## config.mk

```make
export PLATFORM = sky130hd
export DESIGN_NAME = pedd_ram
export DESIGN_NICKNAME = d
export VERILOG_FILES = /design/src/pedd_ram.sv
export SDC_FILE = /design/constraint.sdc
export NUM_CORES = 1
export LEC_CHECK = 0
export BUFFER_PORTS_ARGS = -buffer_cell sky130_fd_sc_hd__buf_2
export CAP_MARGIN = 20
export CORE_ASPECT_RATIO = 1.2
export CORE_MARGIN = 2
export CORE_UTILIZATION = 31
export CTS_BUF_LIST = sky130_fd_sc_hd__clkbuf_2 sky130_fd_sc_hd__clkbuf_4 sky130_fd_sc_hd__clkbuf_8
export DETAILED_ROUTE_END_ITERATION = 10
export GPL_TIMING_DRIVEN = 0
export PLACE_DENSITY_LB_ADDON = 0.05
export REMOVE_ABC_BUFFERS = 1
export SYNTH_ARGS = -nofsm -noshare
export SYNTH_HDL_FRONTEND = slang
export SYNTH_SLANG_ARGS = --single-unit
export TNS_END_PERCENT = 100
```

## constraint.sdc

```tcl
create_clock -name clk -period 2.8 [get_ports clk]
set_input_delay 0.14 -clock clk [delete_from_list [all_inputs] [get_ports clk]]
set_output_delay 0.14 -clock clk [all_outputs]
set_load 0.1 [all_outputs]
```

## src/pedd_ram.sv

```systemverilog
// Generic simple dual-port RAM: one write port, one read port with registered read data.
// Standalone; used for the palette store and the next-row error line.
module pedd_ram #(
    parameter int DEPTH = 16,
    parameter int WIDTH = 24
) (
    input  logic                     clk,
    input  logic                     we,
    input  logic [$clog2(DEPTH)-1:0] waddr,
    input  logic [WIDTH-1:0]         wdata,
    input  logic                     re,
    input  logic [$clog2(DEPTH)-1:0] raddr,
    output logic [WIDTH-1:0]         rdata
);

    logic [WIDTH-1:0] mem_reg [DEPTH];
    logic [WIDTH-1:0] rdata_reg;

    always_ff @(posedge clk)
    begin
        if (we)
            mem_reg[waddr] <= wdata;
        if (re)
            rdata_reg <= mem_reg[raddr];
    end

    assign rdata = rdata_reg;

endmodule

```

# == Yosys cells after proc, flatten, opt, wreduce, memory -nomap -nowiden ==
# Memories as Yosys holds them, arrays and structs flattened. A register that Yosys moved wholly into a read port is not among the register bits.
# Index checks and enable logic that the tools add are counted.
# word_totals
ff_bits,0
in_bits,35
ramBits,384
output_inout_bits,24
elab_cells,3
n_memories,1
# memory_table
name,words,word_bits,rd,rd_ports_with_merged_regs,wr,line_no,rtl
mem_reg,16,24,1,1,1,16,logic [WIDTH-1:0] mem_reg [DEPTH];
# op_classes
mux,2
# ops
operator,n
$mux 1,2

# == Logic depth before layout (Yosys ltp) ==
# depth
ltp_word,2
depth_mapped,6
ltp_nobuf,3

# == Worst setup path after synthesis ==
# OpenSTA, ideal clock, no wires.
# synth_path
path_type,in2reg
start,input port waddr[2]
end,"memory mem_reg[0][0], enable pin"
path_stages,2
required_ns,2.365
setup_slack_ns,0.043
setup_ns,0.435
arrival_ns,2.322
n_path_buf,0
path_cell_list,or3b_2 > nor3_1
# synth_rtl
element,line_no,rtl
from (decl),9,"input logic [$clog2(DEPTH)-1:0] waddr,"
to (decl),16,
# No word-level cell before the write port.

# == Final worst setup path ==
# layout_path
start,input port waddr[1]
end,"memory mem_reg[9][2], enable pin"
# No word-level cell before the write port.

==> metrics.cfg <==
[floorplan]
rows=88
die_h_um=246
initial_utilization=0.315
die_area_um2=50700
die_x_um=206
coreArea_um2=48200
ioPinCount=59

[final_layout]
design_area_um2=18400
nFillCells=4395
final_layout_size_suffix_gt1_frac=0.372
largest_reg_flops=384
area_delta_synth_final_pct=21.1
final_nets=823

[worst_setup_path]
r2r_cells=3
reg2reg_slack_ns=1.35
r2r_start=mem_reg[2][19]$_DFFE_PP_
r2r_end=rdata[19]$_DFFE_PP_
crit_arrival_ns=2.21
crit_chain=dlygate4sd3_1 -> buf_2 -> nand2b_1 -> nor2_4 -> buf_16
worstSetupEndpointType=flop
critPathRequiredTime_ns=3.10
slowest_stage=nor2_4
crit_type=in2reg
critPathMaxFanout=15
slowest_delay_ns=0.77
startpoint_type=input port

[logic_synthesis]
synthDistinctLibCells=15
synth_common_cells=edfxtp_1 (408), mux4_2 (96), a22oi_1 (48)
async_flop_share=0
synthAdderAreaFrac=0
syn_area_um2=15200
syn_inst=636
synth_xor_area_frac=0
synth_top_family_by_area=multiplexers
synth.avg_cell_area_um2=23.9
synth_top_area_frac=0.808
seq_area_frac_synth=0.808
ys_ff_latch=408
synthSimpleGateAreaFrac=0.0147
synth_compound_area_frac=0.0238
yosysTopAreaCell=edfxtp_1
synth_edf_count=408
synth.most_common_cell=edfxtp_1
synth_area_leaders=edfxtp_1 (81%), mux4_2 (14%), a22oi_1 (2.4%), nand2_1 (0.62%), clkbuf_1 (0.45%)
synth_ff_type=edfxtp_1
synth_mux_area_frac=0.143
ys_warn_count=0

[routing]
drtIter0Drc=449
routedWlPerCell_um=25.8
vias=7038
totalWireLength_um=37900
drc=0
final_antenna_net_count=0
viasPerCell=4.79
dr.pass1.iters=4

[global_route]
antenna_found_initial=2
overflow=0
grt_pass1_wl_um=54700
grt_max_degree=61
grtUsageTotal=0.156
grt_pass1_vias=7891

[pwr]
power.internal_w=0.00994
seq_power_share=0.538
power.leakage_nw=5.88
power.density_nw_per_um2=700
p_sw_w=0.00291
ir_drop_uv=223
power_frac_comb=0.069
swShare=0.226
total_power_w=0.0129
power_frac_clock=0.393

[sta]
hold_violations=0
finalClockSkew_ns=0.0113
fmax_mhz=522
worstMarginPinSlew_ns=1.01
post-route-period-util=0.684
finalSetupViolations=0
finalMaxSlewViolations=0
max-slew-margin-rel=0.321
fin_crit_ns=1.92
rsz0062_at_grt=no

[min_path]
hold_start=waddr[0]
min_path_cells=2
hold-path-endpoint=mem_reg[0][19]$_DFFE_PP_
min_path_type=in2reg

[clock_tree]
h-tree-depth=3
clkTransAtPathRegs_ns=0.06
clk_latency_ns=0.59
cts_root_buf=clkbuf_8
clock_path_buffers=3
cts_tree=done
numCtsBuffers=69
cts_resized=0
clock-sinks=408

[flow_run]
maxCapViolCount=0

[placed_design]
post_dp_cell_area_um2=16800
dp_hpwl_um=21800
gp_congestion=0.637
port_buffers=58

[status]
status=completed

-- how the worst max path moves through the flow --
stage                     startpoint                        to  slack [ns]
after global routing        waddr[1]  mem_reg[9][19]$_DFFE_PP_        0.82
final                       waddr[1]   mem_reg[9][2]$_DFFE_PP_        0.88
after global placement      waddr[2]  mem_reg[8][14]$_DFFE_PP_       -2.96
after detailed placement    raddr[0]       rdata[20]$_DFFE_PP_        0.46
after CTS                   waddr[1]  mem_reg[9][10]$_DFFE_PP_        0.91
after floorplan             waddr[2]   mem_reg[0][0]$_DFFE_PP_        0.04
-- routing by layer --
metal / vias to the layer above / track usage / wire [µm]
met5: - / 0 / 0
met4: 0 / 0.0567 / 711
met3: 49 / 0.0263 / 2090
met2: 175 / 0.260 / 19200
met1: 3768 / 0.205 / 15800
li1: 3046 / - / -
-- power groups by stage --
stage	sequential, W	combinational [W]	clock (W)
2_1_floorplan	0.00726	0.000265	0
3_3_place_gp	0.00704	0.000817	0
3_5_place_dp	0.00705	0.000875	0
4_1_cts	0.00692	0.000907	0.00524
5_1_grt	0.00693	0.000947	0.00549
6_report	0.00692	0.000884	0.00505
-- final cells by class --
| type | instances | area (µm²) | share of cell area |
|---|---|---|---|
| multi-input combinational | 195 | 2880 | 0.157 |
| tap | 630 | 788 | 0.0429 |
| clock buffer | 96 | 1160 | 0.0634 |
| timing repair buffer | 114 | 1160 | 0.0629 |
| clock inverter | 23 | 126 | 0.00688 |
| antenna | 2 | 5.00 | 0.000272 |
| sequential | 408 | 12300 | 0.667 |
-- per-stage QoR --
stage | TNS, ns | util | setup WS [ns] | hold WS, ns | instances
floorplan | 0 | - | 0.0426 | 0.239 | 603
global route | 0 | 0.381 | 0.822 | 0.0870 | 1468
finish | 0 | 0.381 | 0.885 | 0.0667 | 1468
CTS | 0 | 0.381 | 0.906 | 0.0136 | 1466
global placement | -578.55 | 0.333 | -2.96 | 0.494 | 1291
detailed placement | 0 | 0.349 | 0.456 | 0.528 | 1321
-- repair_timing --
action	CTS	global route
hold buffers	26	0
buffers inserted	0	0
hold endpoints to repair	386	0
-- kinds of logic (layout without fill, tap and decap cells) --
| family | after synthesis | after routing |
|---|---|---|
| AO/OA/AOI/OAI | 48 | 48 |
| other | 0 | 2 |
| AND/OR/NAND/NOR | 51 | 51 |
| multiplexers | 96 | 96 |
| buffers and inverters | 33 | 233 |
| flip-flops | 408 | 408 |
-- cell usage in the layout, fill, tap and decap left out --
cell	instances
a22oi_1	48
and2_2	1
buf_12	7
buf_16	11
buf_2	56
buf_6	10
buf_8	4
bufinv_16	1
clkbuf_4	25
clkbuf_8	71
clkinv_1	13
clkinv_2	8
clkinvlp_4	1
diode_2	2
dlygate4sd3_1	26
edfxtp_1	408
mux4_2	96
nand2_1	25
nand2b_1	2
nand3_1	1
nand3b_1	2
nor2_4	13
nor2b_4	2
nor3_2	4
or3b_2	1
-- critical path: cells and delay by family --
family / cells / cell delay (ns)
simple gates: 2 / 1.11
buf+inv: 3 / 0.93
Note: power is estimated with default switching activity, not from simulation.
