File: src/pedd_pkg.sv
// Shared types, constants and arithmetic helpers for the palette error-diffusion dither core.
// Depends on nothing; every source file but pedd_ram imports it.
package pedd_pkg;

    localparam int PALETTE_DEPTH = 16;
    localparam int PAL_IDX_W     = 4;
    localparam int MAX_WIDTH     = 2048;
    localparam int COL_W         = 11;
    localparam int ROW_W         = 16;
    localparam int ERR_W         = 12;
    localparam int CUR_W         = 13;
    localparam int SQ_W          = 23;
    localparam int DIST_W        = 25;

    // transaction kinds on the input stream (tuser)
    localparam logic MODE_PIXEL   = 1'b0;
    localparam logic MODE_PALETTE = 1'b1;

    // configuration register indexes
    localparam logic [1:0] REG_PALETTE_COUNT = 2'd0;
    localparam logic [1:0] REG_IMAGE_WIDTH   = 2'd1;
    localparam logic [1:0] REG_IMAGE_HEIGHT  = 2'd2;

    localparam logic [4:0]  PCOUNT_RST = 5'd16;
    localparam logic [11:0] WIDTH_RST  = 12'd2048;
    localparam logic [15:0] HEIGHT_RST = 16'd65535;

    // diffusion weights, all over 16
    localparam logic [2:0] DIFF_W_RIGHT       = 3'd7;
    localparam logic [2:0] DIFF_W_LOWER_LEFT  = 3'd3;
    localparam logic [2:0] DIFF_W_BELOW       = 3'd5;
    localparam logic [2:0] DIFF_W_LOWER_RIGHT = 3'd1;

    localparam logic signed [13:0] SUM_MAX = 14'sd2047;
    localparam logic signed [13:0] SUM_MIN = -14'sd2048;
    localparam logic signed [11:0] ERR_MAX = 12'sh7FF;
    localparam logic signed [11:0] ERR_MIN = 12'sh800;

    typedef struct packed {
        logic [7:0] b;
        logic [7:0] g;
        logic [7:0] r;
    } pedd_rgb_t;

    typedef struct packed {
        logic signed [ERR_W-1:0] b;
        logic signed [ERR_W-1:0] g;
        logic signed [ERR_W-1:0] r;
    } pedd_err_t;

    typedef struct packed {
        logic signed [CUR_W-1:0] b;
        logic signed [CUR_W-1:0] g;
        logic signed [CUR_W-1:0] r;
    } pedd_cur_t;

    typedef struct packed {
        logic                 clear;
        logic                 issue;
        logic [PAL_IDX_W-1:0] idx;
    } pedd_srch_ctl_t;

    typedef struct packed {
        logic                 done;
        logic [PAL_IDX_W-1:0] best_idx;
        pedd_rgb_t            best_rgb;
    } pedd_srch_stat_t;

    function automatic logic signed [ERR_W-1:0] sat12(input logic signed [13:0] v);
        logic signed [ERR_W-1:0] r;
        if (v > SUM_MAX)
            r = ERR_MAX;
        else if (v < SUM_MIN)
            r = ERR_MIN;
        else
            r = v[ERR_W-1:0];
        return r;
    endfunction

    function automatic logic signed [ERR_W-1:0] chan_sum(input logic signed [ERR_W-1:0] a,
                                                         input logic signed [ERR_W-1:0] b);
        return sat12(14'(a) + 14'(b));
    endfunction

    function automatic logic signed [CUR_W-1:0] chan_cur(input logic [7:0] pix,
                                                         input logic signed [ERR_W-1:0] below,
                                                         input logic signed [ERR_W-1:0] rc);
        logic signed [ERR_W-1:0] tot;
        tot = chan_sum(below, rc);
        return $signed({5'b0, pix}) + 13'(tot);
    endfunction

    // weighted part over 16, truncated toward zero
    function automatic logic signed [ERR_W-1:0] chan_part(input logic signed [CUR_W-1:0] e,
                                                          input logic [2:0] wt);
        logic signed [16:0] p;
        logic signed [16:0] q;
        p = 17'(e) * $signed({14'b0, wt});
        if (p < 0)
            p = p + 17'sd15;
        q = p >>> 4;
        return q[ERR_W-1:0];
    endfunction

    function automatic logic signed [CUR_W-1:0] chan_err(input logic signed [CUR_W-1:0] c,
                                                         input logic [7:0] pal);
        return c - $signed({5'b0, pal});
    endfunction

    function automatic pedd_cur_t cur_from(input pedd_rgb_t pix, input pedd_err_t below,
                                           input pedd_err_t rc);
        pedd_cur_t c;
        c.r = chan_cur(pix.r, below.r, rc.r);
        c.g = chan_cur(pix.g, below.g, rc.g);
        c.b = chan_cur(pix.b, below.b, rc.b);
        return c;
    endfunction

    function automatic pedd_err_t err_part(input pedd_cur_t c, input pedd_rgb_t p,
                                           input logic [2:0] wt);
        pedd_err_t e;
        e.r = chan_part(chan_err(c.r, p.r), wt);
        e.g = chan_part(chan_err(c.g, p.g), wt);
        e.b = chan_part(chan_err(c.b, p.b), wt);
        return e;
    endfunction

    function automatic pedd_err_t err_add(input pedd_err_t a, input pedd_err_t b);
        pedd_err_t s;
        s.r = chan_sum(a.r, b.r);
        s.g = chan_sum(a.g, b.g);
        s.b = chan_sum(a.b, b.b);
        return s;
    endfunction

endpackage

File: src/pedd_search.sv
// Nearest-palette search: squares one palette entry per cycle, then sums and keeps the best.
// Depends on pedd_pkg; fed by the palette RAM read port.
module pedd_search
    import pedd_pkg::*;
(
    input  logic            clk,
    input  logic            rst_n,
    input  pedd_srch_ctl_t  ctl,
    input  pedd_cur_t       cur,
    input  pedd_rgb_t       pal_rdata,
    output pedd_srch_stat_t stat
);

    logic                 v1_reg;
    logic [PAL_IDX_W-1:0] idx1_reg;
    logic                 v2_reg;
    logic [PAL_IDX_W-1:0] idx2_reg;
    pedd_rgb_t            rgb2_reg;
    logic [SQ_W-1:0]      sq_r_reg;
    logic [SQ_W-1:0]      sq_g_reg;
    logic [SQ_W-1:0]      sq_b_reg;
    logic                 have_reg;
    logic [DIST_W-1:0]    best_d_reg;
    logic [PAL_IDX_W-1:0] best_idx_reg;
    pedd_rgb_t            best_rgb_reg;

    logic signed [CUR_W-1:0]   d_r;
    logic signed [CUR_W-1:0]   d_g;
    logic signed [CUR_W-1:0]   d_b;
    logic signed [2*CUR_W-1:0] p_r;
    logic signed [2*CUR_W-1:0] p_g;
    logic signed [2*CUR_W-1:0] p_b;
    logic [DIST_W-1:0]         dist_sum;
    logic                      better;

    always_comb
    begin
        d_r = chan_err(cur.r, pal_rdata.r);
        d_g = chan_err(cur.g, pal_rdata.g);
        d_b = chan_err(cur.b, pal_rdata.b);
        p_r = d_r * d_r;
        p_g = d_g * d_g;
        p_b = d_b * d_b;
    end

    assign dist_sum = DIST_W'(sq_r_reg) + DIST_W'(sq_g_reg) + DIST_W'(sq_b_reg);
    // strict compare in index order keeps the lowest index on a tie
    assign better   = !have_reg || (dist_sum < best_d_reg);

    always_ff @(posedge clk or negedge rst_n)
    begin
        if (!rst_n)
        begin
            v1_reg   <= 1'b0;
            v2_reg   <= 1'b0;
            have_reg <= 1'b0;
        end
        else if (ctl.clear)
        begin
            v1_reg   <= 1'b0;
            v2_reg   <= 1'b0;
            have_reg <= 1'b0;
        end
        else
        begin
            v1_reg <= ctl.issue;
            v2_reg <= v1_reg;
            if (v2_reg)
                have_reg <= 1'b1;
        end
    end

    always_ff @(posedge clk)
    begin
        idx1_reg <= ctl.idx;
        if (v1_reg)
        begin
            idx2_reg <= idx1_reg;
            rgb2_reg <= pal_rdata;
            sq_r_reg <= p_r[SQ_W-1:0];
            sq_g_reg <= p_g[SQ_W-1:0];
            sq_b_reg <= p_b[SQ_W-1:0];
        end
        if (v2_reg && better)
        begin
            best_d_reg   <= dist_sum;
            best_idx_reg <= idx2_reg;
            best_rgb_reg <= rgb2_reg;
        end
    end

    // done: the last compare lands this cycle, nothing left behind it
    assign stat.done     = v2_reg && !v1_reg && !ctl.issue;
    assign stat.best_idx = best_idx_reg;
    assign stat.best_rgb = best_rgb_reg;

endmodule

File: config.mk
export PLATFORM = sky130hd
export DESIGN_NAME = pedd_search
export DESIGN_NICKNAME = d
export VERILOG_FILES = /design/src/pedd_pkg.sv /design/src/pedd_search.sv
export SDC_FILE = /design/constraint.sdc
export NUM_CORES = 1
export LEC_CHECK = 0
export ABC_AREA = 1
export BUFFER_PORTS_ARGS = -buffer_cell sky130_fd_sc_hd__buf_2
export CAP_MARGIN = 40
export CORE_AREA = 4 4 287 289
export DETAILED_ROUTE_END_ITERATION = 8
export DIE_AREA = 0 0 291 293
export PLACE_DENSITY = 0.46
export SLEW_MARGIN = 25
export SYNTH_ARGS = -nofsm -noshare
export SYNTH_HDL_FRONTEND = slang
export SYNTH_SLANG_ARGS = --single-unit
File: constraint.sdc
create_clock -name clk -period 7.4 [get_ports clk]
set_input_delay 1.48 -clock clk [delete_from_list [all_inputs] [get_ports clk]]
set_output_delay 1.48 -clock clk [all_outputs]
set_load 0.01 [all_outputs]
* Word-level counts from Yosys, hierarchy flattened
Cells that the tools add are included.
Word-level totals: logic and storage cells 37, output and inout bits 29, register bits 157, bits of input ports 71
Operators by class: reductions and logical operators 8, multipliers 3, muxes and demuxes 4, add/subtract/negate cells 5, $lt $le $gt $ge 1
Operators by type and width (count):
- $mul 13x13->23 | 3
- $sub 13x9->13 | 3
- $add 24x23->25 | 1
- $lt 25x25->1 | 1
- $add 23x23->24 | 1
- $mux 1 | 4
- $logic_and 1x1->1 | 3
- $logic_not 1->1 | 3
- $reduce_bool 2->1 | 1
- $logic_or 1x1->1 | 1

* Logic depth before layout (Yosys ltp)
word-level depth 5, depth in mapped cells 42, depth with buffers taken out 41

* Least setup slack after synthesis
No wires, ideal clock.
path type input -> register, start in cur[26] (netlist name), end reg sq_b_reg[22], data pin, setup slack -0.324 ns, arrival 7.471 ns, required time 7.147 ns, buffers on the path 0, setup time 0.253 ns, cell stages on the path 27, path through inv_1 ha_1 fa_1 inv_1 nand2_1 o21ai_1 xor2_1 inv_2 nor2_1 inv_1 fa_1 inv_1 fa_1 fa_1 fa_1 inv_1 fa_1 inv_1 ha_1 ha_1 nand2_1 nor3_1 nand2_1 o311ai_0 inv_1 nand2_1 nand2_1
Between the ends: longest elaborated chain between the ends 2
RTL lines:
- start, declared | line pedd_search.sv:9 | input pedd_cur_t cur,
- $sub 13x9->13 | line pedd_pkg.sv:107 | return c - $signed({5'b0, pal});
- $mul 13x13->23 | line pedd_search.sv:43 | p_b = d_b * d_b;
- via p_b[22] | line pedd_search.sv:32 | logic signed [2*CUR_W-1:0] p_b;
- end signal, assigned | line pedd_search.sv:82 | sq_b_reg <= p_b[SQ_W-1:0];
- end, declared | line pedd_search.sv:21 | logic [SQ_W-1:0] sq_b_reg;
The timed path passes the listed nets, and every way through them passes these cells. A chain may end at the register's enable or synchronous reset.

* Worst setup path in the final report
start in cur[13] (netlist name), end reg sq_g_reg[17], data pin
Between the ends: longest elaborated chain between the ends 2
RTL lines:
- $sub 13x9->13 | line pedd_pkg.sv:107
- $mul 13x13->23 | line pedd_search.sv:42 | p_g = d_g * d_g;
- via p_g[17] | line pedd_search.sv:31 | logic signed [2*CUR_W-1:0] p_g;
- end signal, assigned | line pedd_search.sv:81 | sq_g_reg <= p_g[SQ_W-1:0];
- end, declared | line pedd_search.sv:20 | logic [SQ_W-1:0] sq_g_reg;
The timed path passes the listed nets, and every way through them passes these cells.

==> results.txt <==
The multi-input combinational cells in the finished layout cover a total of 0.0178 mm². After synthesis the netlist holds a flip-flop and latch count of 154. The tools report the synthesis warning total as 0. The count of TritonRoute iterations in the first routing pass was 5.

The synthesis-to-finish area growth was 30.7%. The number of H-tree levels is 4, and the worst-case headroom to the max-slew limit is 65.5%. In this run the most critical hold path is launched from idx1_reg[3]. The run gives 14.1% as the total global-route track usage. The endpoint identified for the worst register-to-register timing path is stat[20].

For the area taken by flip-flops and latches, the log shows 0.00457 mm². The initial antenna violation count was 0. On the critical path, the stage with the largest delay is an instance of sky130_fd_sc_hd__fa_1. The number of sinks on the clock net came out at 154.

The flow ran to the end, and the final reports show no timing, DRC or antenna violations. The tools report the startpoint type of the worst setup path as a primary input. The die is 291 µm wide. Number of rows created at floorplan: 104. Final worst-path setup slack: 0.224 ns. The final RePlAce weighted congestion came out at 0.868. The DRC violation total after the first TritonRoute iteration is 649, and the share of flip-flops with an asynchronous set or reset after synthesis is 1.95%.

Per-cell routed wire length: 14.0 µm. The final standard cell area without fillers came out at 0.0310 mm². 100 I/O pins were placed. The number of buffers between clock root and the deepest sink was 2. At the worst endpoint, the required time is 7.61 ns. For the number of nets in the layout, the log shows 3864. The tree is rooted in a sky130_fd_sc_hd__clkbuf_16.

For the final antenna-violating net count, the log shows 0. The largest single stage delay on the critical path is 0.52 ns. The setup path with the least slack is of type in2reg. The sequential area share after synthesis is 19.3%, and the half-perimeter wire length of the detailed placement result is 51.1 mm. The initial utilization of the core area, before any placement, comes to 29.7%. The pre-CTS worst setup slack was -0.544 ns; the clock buffer count from CTS was 17. The buffers plus inverters on the worst setup path is 9, and the flip-flop count of the largest register after layout is 25. In this run the critical register-to-register path is launched from sq_r_reg[5].

After detailed routing, the number of vias per cell comes to 4.30. Largest area contributor in the synthesized netlist: sky130_fd_sc_hd__fa_1. At the later pin of the worst-skew pair, clock insertion delay measures 0.47 ns. Summing all placed instances gives a cell area of 0.0291 mm². Across all register-to-register paths, the minimum setup slack is 2.28 ns. The number of maximum-capacitance constraint violations is 0, and the hold buffer count at cts is 0. The dominant register cell in the synthesized netlist is sky130_fd_sc_hd__edfxtp_1. The final critical path takes up 97.0% of the cycle. The summed instance area of the synthesized netlist was 0.0237 mm²; the worst endpoint data arrival time was 7.38 ns. The detailed-route via count is 18100, and the number of stages on the worst hold path is 0. Counting instances in the post-synthesis netlist gives the leading cell types as 653 x sky130_fd_sc_hd__inv_1, 398 x sky130_fd_sc_hd__fa_1, 360 x sky130_fd_sc_hd__nand2_1.

The via count of the first global-routing pass was 19800; the distinct cell type count after synthesis was 53. In the post-synthesis netlist, the cell with the most instances is sky130_fd_sc_hd__inv_1. The die is 293 µm tall. The path depth of the worst reg2reg path was 18; the number of enable-type register cells in the synthesized netlist was 147. The routed design could run at a clock period as short as 7.18 ns.

Dividing the synthesized area by the synthesized cell count gives 9.28 µm². For this run, design rule violations remaining after detail routing come to 0. The max-slew violation count was 0. The number of antenna diodes in the final layout is 0. Setup repair after global routing could not meet its margin everywhere.

The region available for standard cell placement spans 0.0799 mm². Hold timing on the final database bottoms out at a slack of 0.406 ns. The cell family contributing the most delay on the critical path is adder cells. The final hold violation count was 0. The sum of routed wire length over all layers is 58.9 mm, and the overall die area is 0.0853 mm². Yosys attributes the largest share of cell area to sky130_fd_sc_hd__fa_1 34%, sky130_fd_sc_hd__edfxtp_1 19%, sky130_fd_sc_hd__ha_1 14%, sky130_fd_sc_hd__inv_1 10%, sky130_fd_sc_hd__nand2_1 5.7%. Endpoint class of the critical path: a flip-flop.

Input and output buffers added on the ports amount to 99. The first global-routing pass estimated 97.8 mm of wire. The post-route netlist has 28.2% of its cells at a drive strength greater than 1.

In this run the biggest area consumer among cell types represents 33.6% of the synthesized area. The highest fanout seen on the critical path was 4. The transition time of the tightest slew-check pin was 0.514 ns; the fmax was 0.139 GHz.

The run gives 0 as the final number of setup-violating endpoints. Counting every instance in the synthesized netlist gives 2553. For the worst-case clock skew, the log shows 0.0141 ns. The run gives 8115 as the final-layout fill cell count. The destination of the worst hold path is idx2_reg[3]. The worst hold path class was reg2reg. TritonCTS built the clock tree. The total grt overflow was 0; the clock input transition at the sequential cells of the worst setup and hold paths was 0.06 ns.

Among the stages of the critical path, the cell type that occurs most often is sky130_fd_sc_hd__inv_1. Entering global routing, the biggest net connects 82 pins.
-- cell families (layout without fill, tap and decap cells) --
group                      after synthesis  after routing  synth area share, %
buffers and inverters                  685           1279                 10.9
adders and majority gates              655            655                 47.2
xor gates and xnor gates               118            118                 4.61
DFF                                    154            154                 19.3
other                                    2              5               0.0317
and+or+nand+nor                        718            719                 12.5
AOI/OAI and AO/OA                      221            221                 5.49
-- metrics by stage --
step	TNS (ns)	utilization, %	instances
2_1_floorplan	-0.0825	-	2556
3_3_place_gp	-9.16	36.4	4151
3_5_place_dp	-11.02	36.4	4151
4_1_cts	-0.00441	37.1	4183
5_1_grt	-0.172	38.8	4211
6_report	0	38.8	4211
-- worst max path at each step --
stage	endpoint	cells after the start	start	slack, ns
5_1_grt	sq_r_reg[19]	32	cur[0]	-0.04
3_3_place_gp	sq_b_reg[22]	30	cur[26]	-0.59
3_5_place_dp	sq_b_reg[22]	29	cur[26]	-0.54
4_1_cts	sq_b_reg[22]	30	cur[26]	-0.004
2_1_floorplan	sq_b_reg[22]	29	cur[26]	-0.06
6_report	sq_g_reg[17]	31	cur[13]	0.22
-- cell usage in the layout (no fill, tap or decap), types with 8 or more instances in the layout --
cell                        Yosys  final
sky130_fd_sc_hd__a21o_1        13     13
sky130_fd_sc_hd__a21oi_1      112     85
sky130_fd_sc_hd__a21oi_2        2     25
sky130_fd_sc_hd__buf_2          8     98
sky130_fd_sc_hd__buf_4          1    463
sky130_fd_sc_hd__buf_6          0     15
sky130_fd_sc_hd__clkbuf_16      0     17
sky130_fd_sc_hd__edfxtp_1     147    147
sky130_fd_sc_hd__fa_1         398    377
sky130_fd_sc_hd__fa_2           0     21
sky130_fd_sc_hd__ha_1         257    214
sky130_fd_sc_hd__ha_4           0     39
sky130_fd_sc_hd__inv_1        653    630
sky130_fd_sc_hd__inv_2          9     28
sky130_fd_sc_hd__nand2_1      360    329
sky130_fd_sc_hd__nand2_2        8     35
sky130_fd_sc_hd__nand2_4        4      8
sky130_fd_sc_hd__nand3_1       59     56
sky130_fd_sc_hd__nand4_1       10     10
sky130_fd_sc_hd__nor2_1       240    188
sky130_fd_sc_hd__nor2_2         2     38
sky130_fd_sc_hd__nor2_4         2     18
sky130_fd_sc_hd__nor3_1        16     12
sky130_fd_sc_hd__o21ai_0       35     22
sky130_fd_sc_hd__o21ai_1        5     11
sky130_fd_sc_hd__o21ai_2        2      8
sky130_fd_sc_hd__o21bai_1      15     15
sky130_fd_sc_hd__xnor2_1       39     38
sky130_fd_sc_hd__xor2_1        74     67
sky130_fd_sc_hd__xor2_2         2      8
-- metal layers --
| layer | vias to the layer above | share of wire (%) | GRT usage [%] |
|---|---|---|---|
| met4 | 0 | 1.0 | 2.76 |
| met2 | 161 | 50 | 24.4 |
| met1 | 8944 | 46 | 19.0 |
| met3 | 31 | 2.4 | 1.97 |
| met5 | - | 0 | 0 |
| li1 | 8974 | - | - |
-- area by class of cell --
class / count / share of cell area [%]
Multi-Input combinational cell: 1718 / 57.4
Timing Repair Buffer: 580 / 13.6
Inverter: 667 / 8.18
Clock buffer: 19 / 1.40
Clock inverter: 13 / 0.388
Tap cell: 1060 / 4.28
Sequential cell: 154 / 14.8
-- timing repair --
action                                  in CTS  in global routing
resized for setup                            4                242
endpoints found under the setup margin       4                 29
pin swaps                                    1                 92
setup buffers                                0                 24
cloned                                       0                  2
Power is left out: the tool's default activity adds up to more than one toggle a clock period on the data nets, which glitch-free logic cannot reach.
